File: config.mk
export PLATFORM = sky130hd
export DESIGN_NAME = pic_style_eight_bit_alu
export DESIGN_NICKNAME = d
export VERILOG_FILES = /design/src/design/pic8alu_pkg.sv /design/src/design/pic_style_eight_bit_alu.sv /design/src/design/pic8alu_core.sv
export SDC_FILE = /design/constraint.sdc
export NUM_CORES = 1
export LEC_CHECK = 0
export BUFFER_PORTS_ARGS = -buffer_cell sky130_fd_sc_hd__buf_2
export CAP_MARGIN = 10
export CELL_PAD_IN_SITES_DETAIL_PLACEMENT = 1
export CELL_PAD_IN_SITES_GLOBAL_PLACEMENT = 1
export CORE_MARGIN = 3
export CORE_UTILIZATION = 41
export DETAILED_ROUTE_END_ITERATION = 16
export PLACE_DENSITY = 0.76
export SLEW_MARGIN = 20
export SYNTH_ARGS = -nofsm -noshare
export SYNTH_HDL_FRONTEND = slang
export SYNTH_SLANG_ARGS = --single-unit
File: constraint.sdc
create_clock -name i_clk -period 2.9 [get_ports i_clk]
set_input_delay 0 -clock i_clk [delete_from_list [all_inputs] [get_ports i_clk]]
set_output_delay 0 -clock i_clk [all_outputs]
set_load 0.01 [all_outputs]
File: src/design/pic8alu_pkg.sv
// ----------------------------------------------------------------------------
// pic8alu_pkg
// Types and opcode constants of the PIC-style eight-bit ALU.
// ----------------------------------------------------------------------------
`timescale 1ns / 1ps

package pic8alu_pkg;

    typedef enum logic [1:0] {
        KIND_BYTE = 2'd0,
        KIND_BIT  = 2'd1,
        KIND_PASS = 2'd2,
        KIND_LIT  = 2'd3
    } t_kind;

    // byte-oriented opcodes
    localparam logic [3:0] BOP_PASS_B  = 4'b0000;
    localparam logic [3:0] BOP_CLR     = 4'b0001;
    localparam logic [3:0] BOP_SUB     = 4'b0010;
    localparam logic [3:0] BOP_DEC     = 4'b0011;
    localparam logic [3:0] BOP_IOR     = 4'b0100;
    localparam logic [3:0] BOP_AND     = 4'b0101;
    localparam logic [3:0] BOP_XOR     = 4'b0110;
    localparam logic [3:0] BOP_ADD     = 4'b0111;
    localparam logic [3:0] BOP_PASS_A  = 4'b1000;
    localparam logic [3:0] BOP_COM     = 4'b1001;
    localparam logic [3:0] BOP_INC     = 4'b1010;
    localparam logic [3:0] BOP_DEC_ALT = 4'b1011;
    localparam logic [3:0] BOP_RRC     = 4'b1100;
    localparam logic [3:0] BOP_RLC     = 4'b1101;
    localparam logic [3:0] BOP_SWAP    = 4'b1110;
    localparam logic [3:0] BOP_INC_ALT = 4'b1111;

    // bit-oriented opcodes, upper two opcode bits
    localparam logic [1:0] XOP_CLR_BIT = 2'b00;
    localparam logic [1:0] XOP_SET_BIT = 2'b01;

    // literal opcodes
    localparam logic [3:0] LOP_PASS_A     = 4'b0000;
    localparam logic [3:0] LOP_PASS_A_ALT = 4'b0100;
    localparam logic [3:0] LOP_IOR        = 4'b1000;
    localparam logic [3:0] LOP_AND        = 4'b1001;
    localparam logic [3:0] LOP_XOR        = 4'b1010;
    localparam logic [3:0] LOP_SUB        = 4'b1100;
    localparam logic [3:0] LOP_SUB_ALT    = 4'b1101;
    localparam logic [3:0] LOP_ADD        = 4'b1110;
    localparam logic [3:0] LOP_ADD_ALT    = 4'b1111;

    typedef struct packed {
        t_kind      kind;
        logic [3:0] operation;
        logic [7:0] operand_a;
        logic [7:0] operand_b;
        logic       carry_in;
        logic [2:0] bit_index;
    } t_alu_req;

    typedef struct packed {
        logic [7:0] result;
        logic       carry_out;
    } t_alu_rsp;

endpackage

File: src/design/pic_style_eight_bit_alu.sv
// ----------------------------------------------------------------------------
// pic_style_eight_bit_alu
// PIC16-style eight-bit ALU with valid/ready channels, one beat per cycle while the receiver takes results.
// ----------------------------------------------------------------------------
// Usage:
//   Input channel i_valid/o_ready carries one instruction per beat: class,
//   opcode, two operands, carry flag and bit index. Output channel
//   o_valid/i_ready returns one beat per instruction: result and carry_out.
//   An accepted beat passes the input register, then the decode/add logic,
//   then the result register, which raises o_valid; while the result
//   register is stalled, the next beat waits in the input register.
//   Throughput is one beat per cycle: both registers reload at every edge
//   while the receiver keeps taking results.
//   When the receiver stalls, the result register holds its beat and the
//   input register can still take one more beat, so o_ready drops only
//   once both stages are full. o_ready depends on i_ready combinationally.
//   Synchronous active-low reset empties both stages and produces no beat.
//   No configuration, no state kept between beats.
// ----------------------------------------------------------------------------
`timescale 1ns / 1ps

module pic_style_eight_bit_alu #(
    parameter int ALU_WIDTH = 8
) (
    input  logic       i_clk,
    input  logic       i_rst_n,
    input  logic       i_valid,
    output logic       o_ready,
    input  logic [1:0] i_kind,
    input  logic [3:0] i_operation,
    input  logic [7:0] i_operand_a,
    input  logic [7:0] i_operand_b,
    input  logic       i_carry_in,
    input  logic [2:0] i_bit_index,
    output logic       o_valid,
    input  logic       i_ready,
    output logic [7:0] o_result,
    output logic       o_carry_out
);
    import pic8alu_pkg::*;

    // stage 1: captured instruction
    logic     r_s1_valid;
    logic     n_s1_valid;
    t_alu_req r_s1_req;

    // stage 2: result register
    logic     r_s2_valid;
    logic     n_s2_valid;
    t_alu_rsp r_s2_rsp;

    t_alu_rsp core_rsp;
    logic     s2_load;
    logic     in_beat;

    // result slot is free when empty or being drained this cycle
    assign s2_load = !r_s2_valid || i_ready;
    assign o_ready = !r_s1_valid || s2_load;
    assign in_beat = i_valid && o_ready;

    always_comb begin
        n_s1_valid = r_s1_valid;
        n_s2_valid = r_s2_valid;
        if (s2_load) begin
            n_s2_valid = r_s1_valid;
            n_s1_valid = 1'b0;
        end
        if (in_beat) begin
            n_s1_valid = 1'b1;
        end
    end

    always_ff @(posedge i_clk) begin
        if (!i_rst_n) begin
            r_s1_valid <= 1'b0;
            r_s2_valid <= 1'b0;
        end else begin
            r_s1_valid <= n_s1_valid;
            r_s2_valid <= n_s2_valid;
        end
    end

    always_ff @(posedge i_clk) begin
        if (in_beat) begin
            r_s1_req.kind      <= t_kind'(i_kind);
            r_s1_req.operation <= i_operation;
            r_s1_req.operand_a <= i_operand_a;
            r_s1_req.operand_b <= i_operand_b;
            r_s1_req.carry_in  <= i_carry_in;
            r_s1_req.bit_index <= i_bit_index;
        end
        if (s2_load && r_s1_valid) begin
            r_s2_rsp <= core_rsp;
        end
    end

    pic8alu_core #(
        .ALU_WIDTH(ALU_WIDTH)
    ) u_core (
        .i_req(r_s1_req),
        .o_rsp(core_rsp)
    );

    assign o_valid     = r_s2_valid;
    assign o_result    = r_s2_rsp.result;
    assign o_carry_out = r_s2_rsp.carry_out;

endmodule

File: src/design/pic8alu_core.sv
// ----------------------------------------------------------------------------
// pic8alu_core
// Combinational datapath: decodes one instruction and forms result and carry.
// ----------------------------------------------------------------------------
`timescale 1ns / 1ps

module pic8alu_core #(
    parameter int ALU_WIDTH = 8
) (
    input  pic8alu_pkg::t_alu_req i_req,
    output pic8alu_pkg::t_alu_rsp o_rsp
);
    import pic8alu_pkg::*;

    localparam int W = ALU_WIDTH;

    logic [W:0]   a_x;
    logic [W:0]   b_x;
    logic [W:0]   sum_ab;
    logic [W:0]   dif_ab;
    logic [W:0]   inc_a;
    logic [W:0]   dec_a;
    logic [W-1:0] rot_r;
    logic [W-1:0] rot_l;
    logic [7:0]   bit_mask;
    logic [7:0]   a;
    logic [7:0]   b;

    assign a   = i_req.operand_a;
    assign b   = i_req.operand_b;
    assign a_x = {{(W + 1 - 8){1'b0}}, a};
    assign b_x = {{(W + 1 - 8){1'b0}}, b};

    assign sum_ab = a_x + b_x;
    assign dif_ab = a_x - b_x;
    assign inc_a  = a_x + {{W{1'b0}}, 1'b1};
    assign dec_a  = a_x - {{W{1'b0}}, 1'b1};

    // rotates act on the full working width; only the low byte leaves
    assign rot_r = {i_req.carry_in, a_x[W-1:1]};
    assign rot_l = {a_x[W-2:0], i_req.carry_in};

    assign bit_mask = 8'd1 << i_req.bit_index;

    always_comb begin
        o_rsp.result    = b;
        o_rsp.carry_out = 1'b0;
        unique case (i_req.kind)
            KIND_BYTE: begin
                unique case (i_req.operation)
                    BOP_PASS_B: o_rsp.result = b;
                    BOP_CLR:    o_rsp.result = 8'd0;
                    BOP_SUB: begin
                        o_rsp.result    = dif_ab[7:0];
                        o_rsp.carry_out = dif_ab[W];
                    end
                    BOP_DEC, BOP_DEC_ALT: begin
                        o_rsp.result    = dec_a[7:0];
                        o_rsp.carry_out = dec_a[W];
                    end
                    BOP_IOR:    o_rsp.result = a | b;
                    BOP_AND:    o_rsp.result = a & b;
                    BOP_XOR:    o_rsp.result = a ^ b;
                    BOP_ADD: begin
                        o_rsp.result    = sum_ab[7:0];
                        o_rsp.carry_out = sum_ab[W];
                    end
                    BOP_PASS_A: o_rsp.result = a;
                    BOP_COM:    o_rsp.result = ~a;
                    BOP_INC, BOP_INC_ALT: begin
                        o_rsp.result    = inc_a[7:0];
                        o_rsp.carry_out = inc_a[W];
                    end
                    BOP_RRC: begin
                        o_rsp.result    = rot_r[7:0];
                        o_rsp.carry_out = a[0];
                    end
                    BOP_RLC: begin
                        o_rsp.result    = rot_l[7:0];
                        o_rsp.carry_out = a_x[W-1];
                    end
                    default:    o_rsp.result = {a[3:0], a[7:4]}; // nibble swap
                endcase
            end
            KIND_BIT: begin
                unique case (i_req.operation[3:2])
                    XOP_CLR_BIT: o_rsp.result = a & ~bit_mask;
                    XOP_SET_BIT: o_rsp.result = a | bit_mask;
                    default:     o_rsp.result = a & bit_mask; // test
                endcase
            end
            KIND_LIT: begin
                unique case (i_req.operation)
                    LOP_ADD, LOP_ADD_ALT: begin
                        o_rsp.result    = sum_ab[7:0];
                        o_rsp.carry_out = sum_ab[W];
                    end
                    LOP_SUB, LOP_SUB_ALT: begin
                        o_rsp.result    = dif_ab[7:0];
                        o_rsp.carry_out = dif_ab[W];
                    end
                    LOP_AND:                o_rsp.result = a & b;
                    LOP_IOR:                o_rsp.result = a | b;
                    LOP_XOR:                o_rsp.result = a ^ b;
                    LOP_PASS_A, LOP_PASS_A_ALT: o_rsp.result = a;
                    default:                o_rsp.result = b;
                endcase
            end
            default: o_rsp.result = b; // pass class
        endcase
    end

endmodule

==> metrics.cfg <==
[pwr]
p_total_w = 0.00184
ir_drop_uv = 200
p_leak_nw = 2.11
powerDensity_nw_per_um2 = 353

[logic_synthesis]
ys_types = 70
yosys-top-cells-count = nand2_1, o21ai_0, nor2_1, edfxtp_1, inv_1
synth_area_leaders = edfxtp_1, ha_1, o21ai_0
synth.largest_area_cell = edfxtp_1
yosysMostFrequentCell = nand2_1
synth_area_um2 = 4250
synth_edf_count = 35
yosys.area.top_type_share_pct = 24.7
synth_warnings = 0
async_flop_share_pct = 0
ys_seq_elements = 37
synth_ff_type = edfxtp_1
synth_cells = 523
syn_area_per_cell_um2 = 8.13
syn_nets = 586
yosysSeqAreaShare_pct = 25.7

[cts]
worstSkewPairLatency_ns = 0.30
cts_buffer_depth = 2
postCtsSetupBuffers = 0
cts_num_sinks = 37
cts_inserted_buffers = 5
clockRootBuffer = clkbuf_8
h-tree-depth = 2
clk_pin_slew_worst_paths_ns = 0.09
cts_tree = built

[timing]
clock.fmax_mhz = 360
tightest_slew_ns = 0.798
rsz0062_at_grt = false
hold_viol_final = 0
skew_ns = 0.00728
setup_violations = 0
period_minus_slack_ns = 2.78
slew_headroom_pct = 46.4
period_share_pct = 95.9
layout_setup_ws_ns = 0.120
setup_tns_ns = 0
drv_slew = 0

[run_status]
status = finished clean

[drt]
vias_per_cell = 6.38
ant_nets = 0
first_pass_iters = 5
via_count = 4705
routedWlPerCell_um = 25.1
drc = 0
drt-initial-drc-count = 630
wirelength_mm = 18.5

[floorplan]
core_um2 = 9910
std_cell_rows = 36
die_w_um = 108
die_h_um = 108
die_area_um2 = 11600
pin_count = 41
start_util_pct = 42.9

[setup_path]
r2r-end = o_result[7]
path_buf_inv = 1
slowest_stage = edfxtp_1
endpoint = o_result[7]
critPathArrivalTime_ns = 2.84
crit_type = flip-flop to flip-flop
crit_cells = 9
path_delay_family = compound AO/OA/AOI/OAI gates
ff2ff_setup_slack_ns = 0.12
crit_fanout = 5
r2r_start = r_s1_req[7]
critPathLaunchType = flip-flop
cpPeakStageDelay_ns = 0.49
endpoint_kind = flip-flop
cpMostUsedCell = nand3_1
reg2reg_depth = 9
crit_path_cell_trace = inv_1 > ha_1 > nor2_1 > nand3_1 > a211oi_1 > nor3_1 > o21ai_0 > nand3_1 > a211o_1
critPathLaunch = r_s1_req[7]
cp.required_ns = 2.96

[placement]
portBuffers = 40
dp_hpwl_mm = 14.0
place_congestion = 1.05
post-place-ws_ns = 0.107
dpl.cell_count = 702

[finish]
nets = 667
layout.cells.non_filler = 738
antenna_cells = 0
drive_gt1_share_pct = 18.7
area_growth_pct = 22.9

[run]
cap_violations = 0

[global_routing]
grt_pass1_wl_mm = 28.5
grtUsageTotal_pct = 32.7
first_global_vias = 4860
grt_antenna_before_repair = 0
grt_max_degree = 44
overflow = 0

[hold_path]
holdPathStages = 3
hold_class = input port to flip-flop

[per-layer routing]
layer	track usage, %	part of all wire [%]	vias up	routed length, um
li1	-	-	2132	-
met1	43.9	42	2261	7730
met2	50.2	44	256	8200
met3	8.76	9.9	56	1830
met4	12.4	3.9	0	724
met5	0	0	-	0
[layout make-up]
class                           count  area (um^2)
Tap cell                          133          166
Inverter                           36          139
Sequential cell                    37         1090
Multi-Input combinational cell    407         2820
Clock buffer                        6         72.6
Fill cell                        1215         4690
Timing Repair Buffer              117          898
Clock inverter                      2         33.8
[worst register-to-register path, stage by stage, from the launching register on]
cell and delay, ns:
edfxtp_1 0.49, inv_1 0.16, ha_1 0.43, nor2_1 0.18, nand3_1 0.15, a211oi_1 0.44
nor3_1 0.11, o21ai_0 0.18, nand3_1 0.10, a211o_1 0.31
[per-stage QoR]
stage                     util, %  hold slack [ns]  instance area, um^2
after floorplan                 -           0.0989                 4250
after global placement       48.6            0.176                 4820
after detailed placement     48.6            0.178                 4820
after CTS                    52.5           0.0502                 5200
after global routing         52.7           0.0863                 5220
final                        52.7           0.0606                 5220
[what timing repair did]
action,CTS,global route
hold buffers,28,0
endpoints found under the hold margin,28,0
setup endpoints to repair,0,4
gates resized for setup,0,4
[power breakdown]
group          total (W)  internal (W)  leakage, nW  switching (W)
clock           0.000464      0.000255       0.0528       0.000210
combinational   0.000725      0.000291         1.70       0.000434
sequential      0.000655      0.000624        0.356      0.0000304
[how the worst min path moves through the flow]
| stage | from | to | slack [ns] |
|---|---|---|---|
| 3_5_place_dp | i_operation[2] | r_s1_req[22] | 0.18 |
| 3_3_place_gp | i_operand_b[6] | r_s1_req[10] | 0.18 |
| 6_report | i_ready | o_valid | 0.06 |
| 2_1_floorplan | i_bit_index[0] | r_s1_req[0] | 0.1 |
| 5_1_grt | i_ready | o_valid | 0.09 |
| 4_1_cts | i_ready | o_valid | 0.05 |
[kinds of logic after synthesis]
| family | Yosys count | share of synthesized area (%) |
|---|---|---|
| flops | 37 | 25.7 |
| xor+xnor | 13 | 2.86 |
| simple gates | 159 | 19.3 |
| buf+inv | 79 | 8.27 |
| mux | 11 | 2.59 |
| fa+ha+maj | 34 | 10.3 |
| compound gates | 190 | 31.1 |
[registers in the layout, indices dropped and copies added, names as in the netlist]
name and cells:
r_s1_req 26, o_result 8, o_carry_out 1, r_s1_valid 1
o_valid 1
[placed cells by master (no fill, tap or decap), types with 12 or more instances in the layout]
cell type / n
o21ai_0: 38
dlygate4sd3_1: 28
o22ai_1: 17
inv_1: 31
edfxtp_1: 35
buf_4: 45
a211oi_1: 12
a21oi_1: 23
buf_2: 40
nand2_1: 41
ha_1: 30
nor2_1: 36
Note: power is estimated with default switching activity, not from simulation.
